==> src/sv/lcgsm_pkg.sv <==
// Package: shared constants for the drand48 seed sequence matcher.
`timescale 1ns / 1ps
package lcgsm_pkg;
  localparam int SEQ_LEN   = 256;
  localparam int TBL_AW    = 8;
  localparam int TBL_DEPTH = 1 << TBL_AW;
  localparam int CNT_W     = $clog2(SEQ_LEN + 1);
  localparam int X_W       = 48;
  localparam int HALF_W    = X_W / 2;
  localparam int IN_DATA_W  = 48;
  localparam int OUT_DATA_W = 8;

  localparam logic [HALF_W-1:0] LCG_MUL_LO = 24'hECE66D;
  localparam logic [HALF_W-1:0] LCG_MUL_HI = 24'h0005DE;
  localparam logic [X_W-1:0]    LCG_ADD    = 48'hB;
  localparam logic [15:0]       SEED_LOW   = 16'h330E;
  localparam int TOP_SHIFT = 40;
  localparam int LOW_SHIFT = 17;

  localparam logic OP_LOAD = 1'b0;
  localparam logic OP_TEST = 1'b1;

  typedef logic [X_W-1:0] lcg_state_t;
endpackage

==> src/sv/lcgsm_step.sv <==
// One LCG step x*a+c mod 2^48 in three passes through a shared 24x24 multiplier.
`timescale 1ns / 1ps
module lcgsm_step (
  input  logic                 clk,
  input  logic                 rst_n,
  input  logic                 start,
  input  lcgsm_pkg::lcg_state_t x_in,
  output logic                 done,
  output lcgsm_pkg::lcg_state_t x_out
);
  import lcgsm_pkg::*;

  localparam logic [1:0] PH_IDLE = 2'd0;
  localparam logic [1:0] PH_LL   = 2'd1;
  localparam logic [1:0] PH_LH   = 2'd2;
  localparam logic [1:0] PH_HL   = 2'd3;

  logic [1:0]        phase_r, phase_nxt;
  logic              done_r, done_nxt;
  lcg_state_t        xs_r, acc_r, acc_nxt;
  logic [HALF_W-1:0] mul_a, mul_b;
  logic [X_W-1:0]    prod;

  assign mul_a = (phase_r == PH_HL) ? xs_r[X_W-1:HALF_W] : xs_r[HALF_W-1:0];
  assign mul_b = (phase_r == PH_LH) ? LCG_MUL_HI : LCG_MUL_LO;
  assign prod  = X_W'(mul_a) * X_W'(mul_b);

  always_comb begin
    phase_nxt = phase_r;
    acc_nxt   = acc_r;
    done_nxt  = 1'b0;
    case (phase_r)
      PH_IDLE: begin
        if (start) phase_nxt = PH_LL;
      end
      PH_LL: begin
        acc_nxt   = prod + LCG_ADD;
        phase_nxt = PH_LH;
      end
      PH_LH: begin
        acc_nxt   = acc_r + {prod[HALF_W-1:0], {HALF_W{1'b0}}};
        phase_nxt = PH_HL;
      end
      PH_HL: begin
        acc_nxt   = acc_r + {prod[HALF_W-1:0], {HALF_W{1'b0}}};
        phase_nxt = PH_IDLE;
        done_nxt  = 1'b1;
      end
      default: phase_nxt = PH_IDLE;
    endcase
  end

  always_ff @(posedge clk) begin
    if (!rst_n) begin
      phase_r <= PH_IDLE;
      done_r  <= 1'b0;
    end else begin
      phase_r <= phase_nxt;
      done_r  <= done_nxt;
    end
  end

  always_ff @(posedge clk) begin
    acc_r <= acc_nxt;
    if (phase_r == PH_IDLE && start) xs_r <= x_in;
  end

  assign done  = done_r;
  assign x_out = acc_r;
endmodule

==> src/sv/lcg48_seed_sequence_matcher.sv <==
// Top level: drand48 seed checker against a 256-entry target byte table.
//
//   channel | dir | handshake          | payload
//   in_     | in  | tvalid/tready      | tuser: op; tdata: seed, target_index, target_byte
//   out_    | out | tvalid/tready      | tdata: top_byte_match, low_byte_match
//
// A load word is written to the table on acceptance. A test word runs one LCG step at a
// time (table read plus three passes through the shared 24x24 multiplier plus compare),
// stopping at the first step where both flags have failed or after SEQ_LEN steps.
// Reset clears control state only; the table holds garbage until loaded.
// A result not yet taken holds the next finished test in S_OUT, with in_tready low.
`timescale 1ns / 1ps
module lcg48_seed_sequence_matcher (
  input  logic                             clk,
  input  logic                             rst_n,
  input  logic                             in_tvalid,
  output logic                             in_tready,
  input  logic [lcgsm_pkg::IN_DATA_W-1:0]  in_tdata,  // seed[31:0], target_index, target_byte
  input  logic                             in_tuser,  // op
  output logic                             out_tvalid,
  input  logic                             out_tready,
  output logic [lcgsm_pkg::OUT_DATA_W-1:0] out_tdata  // top_byte_match, low_byte_match, zeros
);
  import lcgsm_pkg::*;

  localparam logic [2:0] S_IDLE   = 3'd0;
  localparam logic [2:0] S_LAUNCH = 3'd1;
  localparam logic [2:0] S_WAIT   = 3'd2;
  localparam logic [2:0] S_OUT    = 3'd3;
  localparam logic [CNT_W-1:0] LAST_CNT = CNT_W'(SEQ_LEN - 1);

  logic [2:0]        state_r, state_nxt;
  lcg_state_t        x_r, x_nxt, step_x;
  logic [CNT_W-1:0]  cnt_r, cnt_nxt;
  logic [TBL_AW-1:0] idx_r, idx_nxt;
  logic              top_ok_r, top_ok_nxt, low_ok_r, low_ok_nxt;
  logic              out_tvalid_r, out_tvalid_nxt;
  logic [1:0]        out_flags_r, out_flags_nxt;
  logic [7:0]        tbl [TBL_DEPTH];
  logic [7:0]        rd_r;
  logic              step_done, top_hit, low_hit, accept;

  assign in_tready = (state_r == S_IDLE);
  assign accept    = in_tvalid && in_tready;

  lcgsm_step u_step (
    .clk   (clk),
    .rst_n (rst_n),
    .start (state_r == S_LAUNCH),
    .x_in  (x_r),
    .done  (step_done),
    .x_out (step_x)
  );

  assign top_hit = (step_x[TOP_SHIFT +: 8] == rd_r);
  assign low_hit = (step_x[LOW_SHIFT +: 8] == rd_r);

  always_comb begin
    state_nxt      = state_r;
    x_nxt          = x_r;
    cnt_nxt        = cnt_r;
    idx_nxt        = idx_r;
    top_ok_nxt     = top_ok_r;
    low_ok_nxt     = low_ok_r;
    out_tvalid_nxt = out_tvalid_r && !out_tready;
    out_flags_nxt  = out_flags_r;
    case (state_r)
      S_IDLE: begin
        if (accept && in_tuser == OP_TEST) begin
          x_nxt      = {in_tdata[31:0], SEED_LOW};
          cnt_nxt    = '0;
          idx_nxt    = '0;
          top_ok_nxt = 1'b1;
          low_ok_nxt = 1'b1;
          state_nxt  = S_LAUNCH;
        end
      end
      S_LAUNCH: state_nxt = S_WAIT;
      S_WAIT: begin
        if (step_done) begin
          x_nxt      = step_x;
          top_ok_nxt = top_ok_r && top_hit;
          low_ok_nxt = low_ok_r && low_hit;
          cnt_nxt    = cnt_r + CNT_W'(1);
          idx_nxt    = idx_r + TBL_AW'(1);
          if (cnt_r == LAST_CNT || !(top_ok_nxt || low_ok_nxt)) state_nxt = S_OUT;
          else state_nxt = S_LAUNCH;
        end
      end
      S_OUT: begin
        if (!out_tvalid_r || out_tready) begin
          out_tvalid_nxt = 1'b1;
          out_flags_nxt  = {low_ok_r, top_ok_r};
          state_nxt      = S_IDLE;
        end
      end
      default: state_nxt = S_IDLE;
    endcase
  end

  always_ff @(posedge clk) begin
    if (!rst_n) begin
      state_r      <= S_IDLE;
      out_tvalid_r <= 1'b0;
    end else begin
      state_r      <= state_nxt;
      out_tvalid_r <= out_tvalid_nxt;
    end
  end

  always_ff @(posedge clk) begin
    x_r         <= x_nxt;
    cnt_r       <= cnt_nxt;
    idx_r       <= idx_nxt;
    top_ok_r    <= top_ok_nxt;
    low_ok_r    <= low_ok_nxt;
    out_flags_r <= out_flags_nxt;
  end

  // target table: one write port for loads, one registered read port
  always_ff @(posedge clk) begin
    if (accept && in_tuser == OP_LOAD) tbl[in_tdata[39:32]] <= in_tdata[47:40];
    rd_r <= tbl[idx_r];
  end

  assign out_tvalid = out_tvalid_r;
  assign out_tdata  = {{(OUT_DATA_W-2){1'b0}}, out_flags_r};
endmodule
==> config.mk <==
export PLATFORM = sky130hd
export DESIGN_NAME = lcg48_seed_sequence_matcher
export DESIGN_NICKNAME = d
export VERILOG_FILES = /design/src/sv/lcgsm_pkg.sv /design/src/sv/lcgsm_step.sv /design/src/sv/lcg48_seed_sequence_matcher.sv
export SDC_FILE = /design/constraint.sdc
export NUM_CORES = 2
export LEC_CHECK = 0
export BUFFER_PORTS_ARGS = -buffer_cell sky130_fd_sc_hd__buf_2
export CORE_ASPECT_RATIO = 1.75
export CORE_UTILIZATION = 64
export CTS_BUF_LIST = sky130_fd_sc_hd__clkbuf_16
export DETAILED_ROUTE_END_ITERATION = 16
export PLACE_DENSITY = 0.8
export SYNTH_ARGS = -nofsm -noshare
export SYNTH_HDL_FRONTEND = slang
export SYNTH_SLANG_ARGS = --single-unit
==> constraint.sdc <==
create_clock -name clk -period 12.3 [get_ports clk]
set_clock_uncertainty 0.1 [all_clocks]
set_input_delay 1.23 -clock clk [delete_from_list [all_inputs] [get_ports clk]]
set_output_delay 1.23 -clock clk [all_outputs]
set_load 0.005 [all_outputs]
[After elaboration in Yosys (flattened, before gate mapping)]
Memory sizes are Yosys's and may differ from the RTL's. A register that Yosys moved wholly into a read port is not among the register bits.
Cells that the tools add are included.
Operators by class
  add/sub/neg operators: 4
  $mul: 1
  eq/ne operators: 13
  multiplexer cells: 29
  bitwise gates (word level): 1
  reduce and logical (&&, ||, !) cells: 21
Operators by type and width (number)
  48-bit one-hot mux with 2 select lines: 2
  48-bit 2-to-1 mux: 2
  48-bit by 4-bit adder with 48-bit output (second input constant): 1
  48-bit adder: 1
  24-bit by 24-bit multiplier with 48-bit output: 1
  24-bit 2-to-1 mux: 2
  9-bit 2-to-1 mux: 2
  9-bit one-hot mux with 2 select lines: 1
  8-bit == test: 2
  8-bit 2-to-1 mux: 2
  8-bit one-hot mux with 2 select lines: 1
  3-bit one-hot mux with 4 select lines: 1
  9-bit by 1-bit adder with 9-bit output (second input constant): 1
  9-bit by 8-bit == test with 1-bit output (second input constant): 1
  3-bit 2-to-1 mux: 3
  8-bit by 1-bit adder with 8-bit output (second input constant): 1
  1-bit 2-to-1 mux: 8
  2-bit one-hot mux with 4 select lines: 1
  1-bit logical AND: 7
  3-bit by 2-bit == test with 1-bit output (second input constant): 2
  2-bit by 1-bit != test with 1-bit output (second input constant): 3
  3-bit AND reduction: 2
  2-bit == test (second input constant): 2
  2-bit 2-to-1 mux: 2
  other kinds (12): 18
Word-level totals
  register bits after elaboration: 172
  memory bits (writable): 2048
  input port bits: 53
  memories kept: 1
Memory list
  tbl: words 256, bits a word 8, read ports 1, clocked after memory_dff 1, write ports 1, RTL line lcg48_seed_sequence_matcher.sv:39  | logic [7:0] tbl [TBL_DEPTH];

[Logic depth before layout (Yosys ltp)]
  word-level depth: 8
  mapped depth: 39

[Modules after synthesis]
A second synthesis with hierarchy kept.
Second synthesis, totals
  cell total of the unflattened synthesis: 6162
  area, all modules: 103616.9 um2
By module, submodules not included
  lcg48_seed_sequence_matcher: instances 1, cells each 4058, area an instance 83443.8 um2, seq. area each 63791.2 um2
  lcgsm_step: instances 1, cells each 2104, area an instance 20173.1 um2, seq. area each 2942.8 um2

[Worst setup path after synthesis]
Ideal clock, no wire load.
  path type: register to register
  from: register u_step.phase_r[0]
  to: register u_step.acc_r[44] (netlist: u_step.x_out[44]) (data pin)
  arrival: 9.563 ns
  data required time: 12.064 ns
  slack: 2.501 ns
  cell stages (with the launch flop): 35
  clock period less this slack: 9.799 ns
  cells stage by stage: dfxtp_1 > ha_1 > buf_6 > clkbuf_1 > clkbuf_1 > mux2i_1 > inv_1 > nand2_1 > inv_1 > fa_1 > inv_1 > fa_1 > inv_1 > fa_1 > fa_1 > inv_1 > fa_1 > fa_1 > inv_1 > fa_1 > ha_1 > buf_4 > nand2_2 > o21ba_1 > or4b_1 > a211o_1 > and2_4 > o311ai_4 > xnor2_1 > or3_1 > or3_4 > or3_1 > clkbuf_2 > or4_1 > nand3_1
Between the ends
  cells in the longest elaborated chain, start to end: 5
  elaborated cells on any way between the ends: 10
Ends and longest elaborated chain
  start: declaration: RTL line lcgsm_step.sv:18  | logic [1:0] phase_r, phase_nxt;
  start signal: assignment: RTL line lcgsm_step.sv:58  | phase_r <= phase_nxt;
  2-bit == test (on tied branches): RTL line lcgsm_step.sv:24, lcgsm_step.sv:32, lcgsm_step.sv:25
  24-bit 2-to-1 mux (on tied branches): RTL line lcgsm_step.sv:24, lcgsm_step.sv:25
  24-bit by 24-bit multiplier with 48-bit output: RTL line lcgsm_step.sv:26  | assign prod = X_W'(mul_a) * X_W'(mul_b);
  48-bit adder / 48-bit by 4-bit adder with 48-bit output (equally long branches): RTL line lcgsm_step.sv:41, lcgsm_step.sv:45, lcgsm_step.sv:37
  48-bit one-hot mux with 2 select lines (*): RTL line lcgsm_step.sv:32  | case (phase_r)
  net u_step.acc_nxt[44]: RTL line lcgsm_step.sv:20  | lcg_state_t xs_r, acc_r, acc_nxt;
  end signal: assignment: RTL line lcgsm_step.sv:64  | acc_r <= acc_nxt;
  end: declaration: RTL line lcgsm_step.sv:20
The timed path passes the listed nets; every way through them passes the cells marked *.
A chain may end at the register's enable or synchronous reset.

[Final worst setup path]
  from: register u_step.phase_r[0]
  to: register u_step.acc_r[45] (netlist: u_step.x_out[45]) (data pin)
The elaborated chain is that of the path after synthesis.

==> impl_metrics.yaml <==
worst_setup_path:
  cp_num_buf_inv: 6
  critPathKind: "reg -> reg"
  timing.rr.start: "u_step.phase_r[0]"
  worst_path_max_delay_cell: "ha_2"
  crit_path_max_incr_delay_ns: 0.80
  critPathMaxFanout: 23
  r2r_end: "u_step.x_out[45]"
  r2r_setup_slack_ns: 1.08
  startpoint: "u_step.phase_r[0]"
  r2r_cells: 30
  cp_top_family: "adder cells"
  cp.required_ns: 12.88
  cp.arrival_ns: 11.80
  startpoint_type: "flop"
  end_kind: "flop"
yosys:
  avgSynthCellArea_um2: 18.1
  yosys_warnings: 0
  async_flop_share: 0
  ys_seq_area_frac: 0.650
  post_synth_inst_count: 5681
  syn_area_um2: 103000
  synth.distinct_cells: 94
  synth_edf_count: 2213
  ys_ff_latch: 2227
  ys_dominant_reg_cell: "edfxtp_1"
route:
  via_count: 54500
  finalWirelength_mm: 284
  drtPass1Iterations: 9
  vias_per_cell: 6.87
  drtAntennaViolNets: 0
  drt-initial-drc-count: 6702
  drcViolationCount: 0
  post_drt_wl_per_cell_um: 35.7
floorplanning:
  initial_core_util: 0.644
  rows: 194
  die_w_um: 305
  design.core.area_um2: 159000
  die_y_um: 532
  die_area_um2: 162000
  pin_count: 63
timing:
  fin_crit_ns: 11.22
  finalCritPeriodShare: 0.912
  finalHoldViolCount: 0
  grt_setup_unrepaired: "false"
  max_freq_mhz: 89.2
  fin_setup_tns_ns: 0
  relSlewSlack: 0.104
  max_slew.worst_pin.slew_ns: 1.34
  drv_slew: 0
  holdWs_ns: 0.314
  setup_viol: 0
clock_tree:
  htreeDepth: 4
  clkTransAtPathRegs_ns: 0.08
  cts_tree: "yes"
  cts_sinks: 2227
  post-cts-setup-buffers: 0
  post_cts_resized: 0
  clk_path_buf_depth: 4
  root_buffer: "clkbuf_16"
  numCtsBuffers: 184
  cts_hold_buf: 0
  clock_latency_ns: 0.82
global_routing:
  antenna_found_initial: 16
  first_global_vias: 57800
  grt_max_degree: 165
  gr-usage-all-layers: 0.360
  grt_pass1_wl_mm: 411
  gr-total-overflow: 0
min_path:
  hold_depth: 0
  hp-start: "x_r[31]"
  hold_path_end: "u_step.xs_r[31]"
  hp-class: "reg -> reg"
outcome:
  outcome: "finished, final reports clean"
placed_design:
  port_buffers: 56
  dp_hpwl_mm: 176
  gp_congestion: 1.01
  placed_cell_area_um2: 105000
final_layout:
  final_area_um2: 111000
  multi_input_area_um2: 32900
  final_layout_size_suffix_gt1_frac: 0.192
  fill_cells: 9161
  layout_commonest_cell: "edfxtp_1"
  final_core_util: 0.696
  area_delta_synth_final_pct: 8.03
  layout_common_cells: "2213 x edfxtp_1, 680 x mux4_2, 623 x inv_1"
  regArea_um2: 66700
  nets: 6399
job:
  maxCapViolations: 0
==> worst max path at each step <==
stage                             endpoint  cells past startpoint
final                     u_step.x_out[45]                     30
after global routing      u_step.x_out[45]                     30
after CTS                 u_step.x_out[45]                     30
after detailed placement  u_step.x_out[45]                     30
after global placement    u_step.x_out[45]                     30
after floorplan           u_step.x_out[44]                     34
==> cells by family (layout without fill, tap and decap cells) <==
| logic type | after synthesis | in the layout | synth area share |
|---|---|---|---|
| compound gates | 283 | 283 | 0.0185 |
| xor+xnor | 114 | 114 | 0.00972 |
| fa+ha+maj | 618 | 618 | 0.0999 |
| buf+inv | 850 | 1031 | 0.0316 |
| flops | 2227 | 2227 | 0.650 |
| mux | 708 | 708 | 0.152 |
| other cells | 1 | 19 | 0.0000365 |
| simple gates | 880 | 880 | 0.0388 |
==> layout make-up <==
cell class	count	share of cell area
Antenna cell	11	0.000248
Multi-Input combinational cell	2611	0.296
Sequential cell	2227	0.601
Inverter	594	0.0201
Clock buffer	191	0.0431
Clock inverter	136	0.00844
Tap cell	2058	0.0232
Timing Repair Buffer	110	0.00749
==> flip-flops by register name, indices dropped and copies added (netlist names), 2 cells and up <==
register and flops:
tbl 2048, u_step.x_out 48, u_step.xs_r 48, x_r 48
cnt_r 9, idx_r 8, rd_r 8, out_flags_r 2
state_r 2, u_step.phase_r 2
==> stage by stage <==
| step | worst slack [ns] | instances |
|---|---|---|
| after global routing | 0.776 | 7929 |
| after detailed placement | 1.40 | 7600 |
| after floorplan | 2.50 | 5688 |
| after CTS | 1.34 | 7927 |
| after global placement | 1.49 | 7600 |
| final | 1.08 | 7938 |
==> synthesized netlist by cell type (all sizes together), types with 4 or more instances <==
| master | n | area (um^2) |
|---|---|---|
| edfxtp | 2213 | 66500 |
| mux4 | 680 | 15300 |
| inv | 593 | 2230 |
| nor2 | 375 | 1410 |
| fa | 337 | 6750 |
| ha | 281 | 3520 |
| nand2 | 242 | 911 |
| clkbuf | 180 | 677 |
| a21oi | 78 | 390 |
| xnor2 | 78 | 683 |
| buf | 76 | 337 |
| o21ai | 59 | 295 |
| nand3 | 52 | 260 |
| xor2 | 36 | 315 |
| a21o | 34 | 255 |
| nor3 | 28 | 145 |
| or2 | 28 | 175 |
| and3 | 25 | 161 |
| nand2b | 23 | 144 |
| mux2i | 22 | 220 |
| and2 | 20 | 128 |
| or3 | 18 | 123 |
| nand4 | 17 | 121 |
| nor2b | 17 | 106 |
| dfxtp | 14 | 280 |
| a31oi | 11 | 68.8 |
| a211oi | 10 | 75.1 |
| o211ai | 10 | 80.1 |
| o21a | 10 | 75.1 |
| nor3b | 7 | 52.6 |
| o21bai | 7 | 52.6 |
| o31ai | 7 | 52.6 |
| a211o | 6 | 52.6 |
| mux2 | 6 | 75.1 |
| nand3b | 6 | 45.0 |
| nor4 | 6 | 58.8 |
| or4 | 5 | 37.5 |
| a311oi | 4 | 41.3 |
| and4 | 4 | 37.5 |
| o2111ai | 4 | 41.3 |
| o211a | 4 | 40.0 |
| o22ai | 4 | 25.0 |
| o311ai | 4 | 52.6 |
| o41a | 4 | 45.0 |
==> layer usage <==
metal | GRT usage | routed length (um) | vias up
met5 | 0 | 111 | -
met4 | 0.287 | 27500 | 16
met3 | 0.0547 | 20800 | 973
met2 | 0.624 | 149000 | 3581
met1 | 0.395 | 86400 | 28200
li1 | - | - | 21700
Power is not shown: default switching activity piles up to over one toggle a cycle in this logic, so the estimate is an artifact.
